<file path="src/rtl/core/fpcss_pkg.sv">
`default_nettype none
package fpcss_pkg;

    // configuration register indexes
    localparam logic [1:0] CFG_SLOT_COUNT     = 2'd0;
    localparam logic [1:0] CFG_REAL_TIME_MODE = 2'd1;

    localparam int unsigned SLOT_COUNT_RESET = 1;

    // one result item
    typedef struct packed {
        logic [1:0] out_path;
        logic       camera_switched;
        logic [4:0] slot_position;
        logic       queue_advanced;
        logic [2:0] filled_buffer;
        logic [2:0] current_buffer;
        logic [3:0] reported_channel;
        logic       reported_field_even;
    } result_t;

endpackage
`default_nettype wire

</file>
<file path="src/rtl/core/field_pair_camera_switch_sequencer_unit.sv">
// channel  signals                                           direction
// in       in_valid, in_ready, path, channel, channel_valid,  into block
//          signal_lost, field_even, frame_mode, buffer_locked
// out      out_valid, out_ready, out_path, camera_switched,    out of block
//          slot_position, queue_advanced, filled_buffer,
//          current_buffer, reported_channel, reported_field_even
// cfg      cfg_valid, cfg_ready, cfg_index, cfg_data          into block
//
// one item per cycle sustained while out_ready is high; a result reaches the output
// through the input register, then the result register
// the pairing flags and counters are read and written back in the same cycle
// the item sits in the input register, so consecutive items see each other
// rst_n clears all pairing state and slot and queue indexes, and resets the config registers
// an output stall holds the result register; the input register still fills,
// and in_ready drops only while both registers are full and out_ready is low
`default_nettype none
module field_pair_camera_switch_sequencer_unit #(
    parameter int NUM_PATHS    = 4,
    parameter int NUM_CHANNELS = 16,
    parameter int QUEUE_DEPTH  = 8,
    parameter int MAX_SLOTS    = 32
) (
    input  wire logic       clk,
    input  wire logic       rst_n,

    input  wire logic       in_valid,
    output logic            in_ready,
    input  wire logic [1:0] path,
    input  wire logic [3:0] channel,
    input  wire logic       channel_valid,
    input  wire logic       signal_lost,
    input  wire logic       field_even,
    input  wire logic       frame_mode,
    input  wire logic       buffer_locked,

    output logic            out_valid,
    input  wire logic       out_ready,
    output logic [1:0]      out_path,
    output logic            camera_switched,
    output logic [4:0]      slot_position,
    output logic            queue_advanced,
    output logic [2:0]      filled_buffer,
    output logic [2:0]      current_buffer,
    output logic [3:0]      reported_channel,
    output logic            reported_field_even,

    input  wire logic       cfg_valid,
    output logic            cfg_ready,
    input  wire logic [1:0] cfg_index,
    input  wire logic [5:0] cfg_data
);
    import fpcss_pkg::*;

    localparam int CH_IDX_W   = (NUM_CHANNELS > 1) ? $clog2(NUM_CHANNELS) : 1;
    localparam int PATH_IDX_W = (NUM_PATHS > 1) ? $clog2(NUM_PATHS) : 1;
    localparam int QW         = $clog2(QUEUE_DEPTH);
    localparam int SLOT_W     = (MAX_SLOTS > 1) ? $clog2(MAX_SLOTS) : 1;
    localparam int LIM_W      = SLOT_W + 2;

    // config
    logic [5:0] slot_count_reg;
    logic       real_time_mode_reg;

    // input register
    logic       s1_valid_reg;
    logic [1:0] s1_path_reg;
    logic [3:0] s1_channel_reg;
    logic       s1_chvalid_reg;
    logic       s1_lost_reg;
    logic       s1_even_reg;
    logic       s1_frame_reg;
    logic       s1_locked_reg;

    // result register
    logic       out_valid_reg;
    result_t    res_reg;
    result_t    res_next;

    // pairing state per channel
    logic       odd_seen_reg     [NUM_CHANNELS];
    logic       even_seen_reg    [NUM_CHANNELS];
    logic       odd_sent_reg     [NUM_CHANNELS];
    logic       even_sent_reg    [NUM_CHANNELS];
    logic [7:0] odd_counter_reg  [NUM_CHANNELS];
    logic [7:0] even_counter_reg [NUM_CHANNELS];
    // per path
    logic [SLOT_W-1:0] slot_index_reg  [NUM_PATHS];
    logic [QW-1:0]     queue_index_reg [NUM_PATHS];

    logic [3:0] mod_tbl [16];

    logic advance;
    logic fire;

    assign advance   = !out_valid_reg || out_ready;
    assign fire      = s1_valid_reg && advance;
    assign in_ready  = !s1_valid_reg || advance;
    assign cfg_ready = 1'b1;

    for (genvar i = 0; i < 16; i++) begin : g_mod
        assign mod_tbl[i] = 4'(i % NUM_PATHS);
    end

    // single pass over the item in the input register
    logic [CH_IDX_W-1:0]   ch_idx;
    logic [PATH_IDX_W-1:0] p_idx;
    logic                  path_ok;
    logic                  chan_ok;
    logic                  pair_upd;
    logic                  os, es, osn, esn;
    logic [7:0]            oc, ec;
    logic                  os_n, es_n, osn_n, esn_n;
    logic [7:0]            oc_n, ec_n;
    logic                  sw, q;
    logic [SLOT_W-1:0]     cur_slot, slot_n;
    logic [QW-1:0]         cur_q, q_n;
    logic [LIM_W-1:0]      limit, slot_inc;
    logic [QW:0]           q_inc;

    always_comb
    begin
        ch_idx   = CH_IDX_W'(s1_channel_reg);
        p_idx    = PATH_IDX_W'(s1_path_reg);
        path_ok  = 32'(s1_path_reg) < NUM_PATHS;
        chan_ok  = s1_chvalid_reg && (32'(s1_channel_reg) < NUM_CHANNELS);
        pair_upd = path_ok && !s1_locked_reg && !s1_lost_reg && chan_ok;

        os  = odd_seen_reg[ch_idx];
        es  = even_seen_reg[ch_idx];
        osn = odd_sent_reg[ch_idx];
        esn = even_sent_reg[ch_idx];
        oc  = odd_counter_reg[ch_idx];
        ec  = even_counter_reg[ch_idx];
        os_n = os; es_n = es; osn_n = osn; esn_n = esn;
        oc_n = oc; ec_n = ec;
        sw = 1'b0;
        q  = 1'b0;

        if (pair_upd) begin
            if (!s1_frame_reg) begin
                if (!s1_even_reg) begin
                    oc_n = oc + 8'd1;
                    if (os) begin
                        if (oc_n > 8'd1) begin
                            q = 1'b1; sw = 1'b1;
                            os_n = 1'b0; oc_n = 8'd0;
                        end
                    end else begin
                        os_n = 1'b1;
                    end
                end else begin
                    os_n = 1'b0; oc_n = 8'd0;
                    q = 1'b1; sw = 1'b1;
                end
            end else if (s1_even_reg) begin
                oc_n = oc + 8'd1;
                if (!esn) begin
                    // first even of a frame completes the buffer without a switch
                    es_n = 1'b0; os_n = 1'b0; osn_n = 1'b1; esn_n = 1'b1;
                    oc_n = 8'd0;
                    q = 1'b1;
                end else begin
                    esn_n = 1'b0;
                    if (os) begin
                        if (oc_n > 8'd1) begin
                            q = 1'b1; sw = 1'b1;
                            osn_n = 1'b0; es_n = 1'b0; os_n = 1'b0; oc_n = 8'd0;
                        end
                    end else begin
                        os_n = 1'b1;
                    end
                end
            end else begin
                ec_n = ec + 8'd1;
                esn_n = 1'b0;
                if (osn || (es && ec_n > 8'd1)) begin
                    q = 1'b1; sw = 1'b1;
                    osn_n = 1'b0; es_n = 1'b0; os_n = 1'b0; ec_n = 8'd0;
                end else if (!es) begin
                    es_n = 1'b1;
                end
            end
        end else if (path_ok && !s1_locked_reg) begin
            // no sync or no camera: only the slot can move (on an even field or in frame mode)
            sw = s1_frame_reg || s1_even_reg;
        end

        cur_slot = slot_index_reg[p_idx];
        cur_q    = queue_index_reg[p_idx];
        limit    = (32'(slot_count_reg) > MAX_SLOTS) ? LIM_W'(MAX_SLOTS)
                                                     : LIM_W'(slot_count_reg);
        slot_inc = LIM_W'(cur_slot) + LIM_W'(1);
        slot_n   = (slot_inc >= limit) ? '0 : SLOT_W'(slot_inc);
        if (!sw) begin
            slot_n = cur_slot;
        end
        q_inc = (QW+1)'(cur_q) + (QW+1)'(1);
        q_n   = (32'(q_inc) >= QUEUE_DEPTH) ? '0 : QW'(q_inc);
        if (!q) begin
            q_n = cur_q;
        end

        res_next = '0;
        res_next.out_path = s1_path_reg;
        if (path_ok) begin
            res_next.camera_switched = sw;
            res_next.slot_position   = 5'(slot_n);
            res_next.queue_advanced  = q;
            res_next.current_buffer  = 3'(q_n);
            if (q) begin
                res_next.filled_buffer       = 3'(cur_q);
                res_next.reported_channel    = real_time_mode_reg
                                               ? mod_tbl[s1_channel_reg]
                                               : s1_channel_reg;
                res_next.reported_field_even = s1_even_reg;
            end
        end
    end

    always_ff @(posedge clk or negedge rst_n)
    begin
        if (!rst_n) begin
            slot_count_reg     <= 6'(SLOT_COUNT_RESET);
            real_time_mode_reg <= 1'b0;
        end else if (cfg_valid) begin
            unique case (cfg_index)
                CFG_SLOT_COUNT:     slot_count_reg     <= cfg_data;
                CFG_REAL_TIME_MODE: real_time_mode_reg <= cfg_data[0];
                default:            ;
            endcase
        end
    end

    always_ff @(posedge clk or negedge rst_n)
    begin
        if (!rst_n) begin
            s1_valid_reg  <= 1'b0;
            out_valid_reg <= 1'b0;
        end else begin
            if (in_ready) begin
                s1_valid_reg <= in_valid;
            end
            if (advance) begin
                out_valid_reg <= s1_valid_reg;
            end
        end
    end

    always_ff @(posedge clk)
    begin
        if (in_valid && in_ready) begin
            s1_path_reg    <= path;
            s1_channel_reg <= channel;
            s1_chvalid_reg <= channel_valid;
            s1_lost_reg    <= signal_lost;
            s1_even_reg    <= field_even;
            s1_frame_reg   <= frame_mode;
            s1_locked_reg  <= buffer_locked;
        end
        if (fire) begin
            res_reg <= res_next;
        end
    end

    always_ff @(posedge clk or negedge rst_n)
    begin
        if (!rst_n) begin
            for (int i = 0; i < NUM_CHANNELS; i++) begin
                odd_seen_reg[i]     <= 1'b0;
                even_seen_reg[i]    <= 1'b0;
                odd_sent_reg[i]     <= 1'b0;
                even_sent_reg[i]    <= 1'b0;
                odd_counter_reg[i]  <= 8'd0;
                even_counter_reg[i] <= 8'd0;
            end
            for (int j = 0; j < NUM_PATHS; j++) begin
                slot_index_reg[j]  <= '0;
                queue_index_reg[j] <= '0;
            end
        end else if (fire) begin
            if (pair_upd) begin
                odd_seen_reg[ch_idx]     <= os_n;
                even_seen_reg[ch_idx]    <= es_n;
                odd_sent_reg[ch_idx]     <= osn_n;
                even_sent_reg[ch_idx]    <= esn_n;
                odd_counter_reg[ch_idx]  <= oc_n;
                even_counter_reg[ch_idx] <= ec_n;
            end
            if (path_ok) begin
                slot_index_reg[p_idx]  <= slot_n;
                queue_index_reg[p_idx] <= q_n;
            end
        end
    end

    assign out_valid           = out_valid_reg;
    assign out_path            = res_reg.out_path;
    assign camera_switched     = res_reg.camera_switched;
    assign slot_position       = res_reg.slot_position;
    assign queue_advanced      = res_reg.queue_advanced;
    assign filled_buffer       = res_reg.filled_buffer;
    assign current_buffer      = res_reg.current_buffer;
    assign reported_channel    = res_reg.reported_channel;
    assign reported_field_even = res_reg.reported_field_even;

    // an empty result register never holds off the input
    a_ready_when_empty: assert property (@(posedge clk) disable iff (!rst_n)
        !out_valid_reg |-> in_ready)
        else $error("in_ready low with empty result register");

    // the report fields stay zero unless a buffer completed
    a_no_report_without_advance: assert property (@(posedge clk) disable iff (!rst_n)
        (out_valid_reg && !res_reg.queue_advanced) |->
        (res_reg.filled_buffer == 3'd0 && res_reg.reported_channel == 4'd0
         && !res_reg.reported_field_even))
        else $error("buffer report without queue advance");

    // a completed buffer is always followed by the next one in the ring
    a_queue_step: assert property (@(posedge clk) disable iff (!rst_n)
        (fire && q) |->
        (q_n == ((32'(cur_q) + 1 >= QUEUE_DEPTH) ? '0 : QW'(32'(cur_q) + 1))))
        else $error("queue index did not step by one");

    // a stalled result stays put
    a_hold_on_stall: assert property (@(posedge clk) disable iff (!rst_n)
        (out_valid_reg && !out_ready) |=> (out_valid_reg && $stable(res_reg)))
        else $error("result changed under stall");

endmodule
`default_nettype wire
</file>
<file path="config.mk">
export PLATFORM = sky130hd
export DESIGN_NAME = field_pair_camera_switch_sequencer_unit
export DESIGN_NICKNAME = d
export VERILOG_FILES = /design/src/rtl/core/fpcss_pkg.sv /design/src/rtl/core/field_pair_camera_switch_sequencer_unit.sv
export SDC_FILE = /design/constraint.sdc
export NUM_CORES = 1
export LEC_CHECK = 0
export BUFFER_PORTS_ARGS = -buffer_cell sky130_fd_sc_hd__buf_2
export CAP_MARGIN = 25
export CORE_UTILIZATION = 50
export DETAILED_ROUTE_END_ITERATION = 10
export PLACE_DENSITY = 0.66
export SLEW_MARGIN = 40
export SYNTH_ARGS = -nofsm -noshare
export SYNTH_HDL_FRONTEND = slang
export SYNTH_SLANG_ARGS = --single-unit
export TNS_END_PERCENT = 10
</file>
<file path="constraint.sdc">
create_clock -name clk -period 10.45 [get_ports clk]
set_input_delay 2.09 -clock clk [delete_from_list [all_inputs] [get_ports clk]]
set_output_delay 2.09 -clock clk [all_outputs]
set_load 0.02 [all_outputs]
</file>
==> run summary <==
CP arrival - 5.66 ns
EDFF count, synth - 31
commonest non-fill, non-tap cell in the layout - dfrtp_1
clk buf depth - 3
synth warn - 0
highest-count cells in the layout ignoring fill and taps - dfrtp_1 (360), nand2_1 (339), o21ai_0 (275), mux4_2 (83), mux2_2 (61)
Die H - 192 um
area growth from synthesis to layout - 10.5%
Clock Sinks - 392
# setup viols final - 0
Seq/Total Area, Yosys - 55.4%
via count - 12300
count of cell types in the netlist - 70
Setup crit end kind - register
register bit total from synthesis - 392
final layout net count - 1627
final WL - 43.3 mm
H-tree level count - 2
final design utilization - 56.0%
clk_lat worst skew - 0.54 ns
Placed Instance Area - 18600 um2
CTS tree - yes
worst relative slew slack - 42.5%
initial antenna violation count - 0
Avg Synthesized Cell Area - 11.4 um2
DIE AREA - 36700 um2
Post-synth top flop - dfrtp_1
grt total ovfl - 0
Pins Over Slew Limit - 0
Max-Cap Viols - 0
RSZ-0062 raised after global routing - false
Final period util - 51.4%
Hold Vio Cnt, Final - 0
CP cell instances - buf_4 > buf_4 > mux4_2 > a22o_1 > nor2_1 > inv_1 > ha_1 > nand2b_1 > a221oi_1 > o2bb2ai_1 > nand4_1 > xor2_1 > o2111ai_4 > a21oi_2 > nor2_2 > mux2i_1 > inv_1
largest net degree at the start of global routing - 106
drt wl/cell - 20.8 um
clock skew - 0.0223 ns
DR vias/cell - 5.89
IR drop worst, VDD - 0.000189 V
Initial Util - 50.7%
Crit Path Max Fanout - 48
Critical Path RT - 10.73 ns
Mapped Cells - 1577
CP Launch Type - register
# DRC - 0
worst-margin pin slew - 0.855 ns
PortBufs - 45
fraction of layout cells with a size suffix above 1 - 20.1%
Crit path max-delay family - buffers and inverters
root buf cell - clkbuf_16
# hold bufs at CTS - 0
syn_nets - 1614
dpl ws - 5.15 ns
post-route setup slack - 5.07 ns
Post-DRT Antenna Nets - 0
post-DP HPWL - 26.6 mm
Iteration-0 DRC Markers - 907
vias in the first global route - 12100
Hold Slack - 0.473 ns
Setup Fix Bufs, Post-CTS - 0
Total Neg Setup Slack - 0 ns
Die Wd - 192 um
Fmax - 186 MHz
number of cell rows - 69
TritonCTS Buffers - 40
I/O pin cnt - 47
GP Congestion - 0.876
Mapped Area - 18000 um2
drt first pass iters - 5
Resized cells post-CTS - 0
Hold Crit Class - register to register
post-synthesis async set-or-reset flop share - 92.1%
final instance area - 19900 um2
critical path type - register to register
Worst path slowest cell - buf_4
first-pass GRT wire length - 69.2 mm
status - finished, final reports clean
CP Buf/Inv Count - 4
ant diodes - 0
Leakage - 8.66 nW
core area - 35500 um2
Cell Pwr Density - 172 nW/um2
largest stage delay on the critical path - 0.69 ns
CTS clk-pin slew, worst paths - 0.06 ns
Tmin final - 5.38 ns
total track usage - 24.7%
==> synth_stat cells (all sizes together), types with 9 or more instances <==
cell type    n  area (um2)
a21oi       36         199
inv         19        71.3
nand3        9        45.0
nand2b      12        75.1
o21ai      290        1470
and2        11        70.1
mux2        66         762
nor2        57         219
nand2      341        1280
ha          13         163
a22oi       19         143
buf         38         294
a221oi       9        97.6
clkbuf      72         270
dfrtp      360        9010
mux2i        9        93.8
nor3        15        75.1
edfxtp      31         931
mux4        89        2030
==> cell type report <==
type	count	area, um2
Fill cell	2946	15600
Inverter	19	71.3
Multi-Input combinational cell	1056	7430
Sequential cell	392	9970
Clock inverter	13	93.8
Timing Repair Buffer	81	574
Tap cell	461	577
Clock buffer	59	1150
==> worst register-to-register path: cells and delay by family (launching register included) <==
family / cells / cell delay (ns)
flip-flops: 1 / 0.32
XOR/XNOR: 1 / 0.26
AO/OA/AOI/OAI: 5 / 1.24
buffers and inverters: 4 / 1.44
AND/OR/NAND/NOR: 4 / 0.71
multiplexers: 2 / 0.86
adder cells (fa/ha/maj): 1 / 0.31
==> routing by layer <==
| metal | routed length [um] | GRT usage [%] | share of wire, % | vias up |
|---|---|---|---|---|
| li1 | - | - | - | 5625 |
| met5 | 0 | 0 | 0 | - |
| met4 | 963 | 6.75 | 2.2 | 0 |
| met2 | 20600 | 40.1 | 47 | 348 |
| met3 | 2400 | 3.29 | 5.5 | 82 |
| met1 | 19400 | 35.1 | 45 | 6209 |
==> path summary, 6_finish.rpt <==
check / slack [ns] / cells past startpoint / start / to
setup reg to reg: 5.07 / 17 / ch_idx[1]$_DFFE_PP_ / slot_position[0]$_DFFE_PP_
hold reg to reg: 0.47 / 2 / odd_seen_reg[1]$_DFFE_PN0P_ / odd_seen_reg[1]$_DFFE_PN0P_
hold / removal: 0.47 / 2 / odd_seen_reg[1]$_DFFE_PN0P_ / odd_seen_reg[1]$_DFFE_PN0P_
min in group asynchronous: 1.46 / 1 / rst_n / odd_counter_reg[85]$_DFFE_PN0P_
setup / recovery: 5.07 / 17 / ch_idx[1]$_DFFE_PP_ / slot_position[0]$_DFFE_PP_
max in group asynchronous: 7.76 / 3 / rst_n / even_counter_reg[19]$_DFFE_PN0P_
==> report_power, final <==
group          total (W)  internal, W  switching (W)
combinational   0.000384     0.000157       0.000227
sequential       0.00167      0.00162      0.0000433
clock            0.00137     0.000790       0.000583
==> cells by family (layout without fill, tap and decap cells) <==
kind of cell | after synthesis | in the layout | synth area share [%]
flip-flops | 392 | 392 | 55.4
multiplexers | 164 | 164 | 16.0
XOR/XNOR | 8 | 8 | 0.390
adder cells (fa/ha/maj) | 13 | 13 | 0.905
AND/OR/NAND/NOR | 475 | 475 | 10.9
AO/OA/AOI/OAI | 395 | 395 | 12.8
buffers and inverters | 129 | 172 | 3.53
other | 1 | 1 | 0.0209
==> stage by stage <==
step | total power, W | instances
4_1_cts | 0.00345 | 2081
5_1_grt | 0.00356 | 2081
2_1_floorplan | 0.00196 | 1577
3_3_place_gp | 0.00207 | 2007
6_report | 0.00342 | 2081
3_5_place_dp | 0.00208 | 2009
No activity file was read; power rests on OpenSTA's default activity.
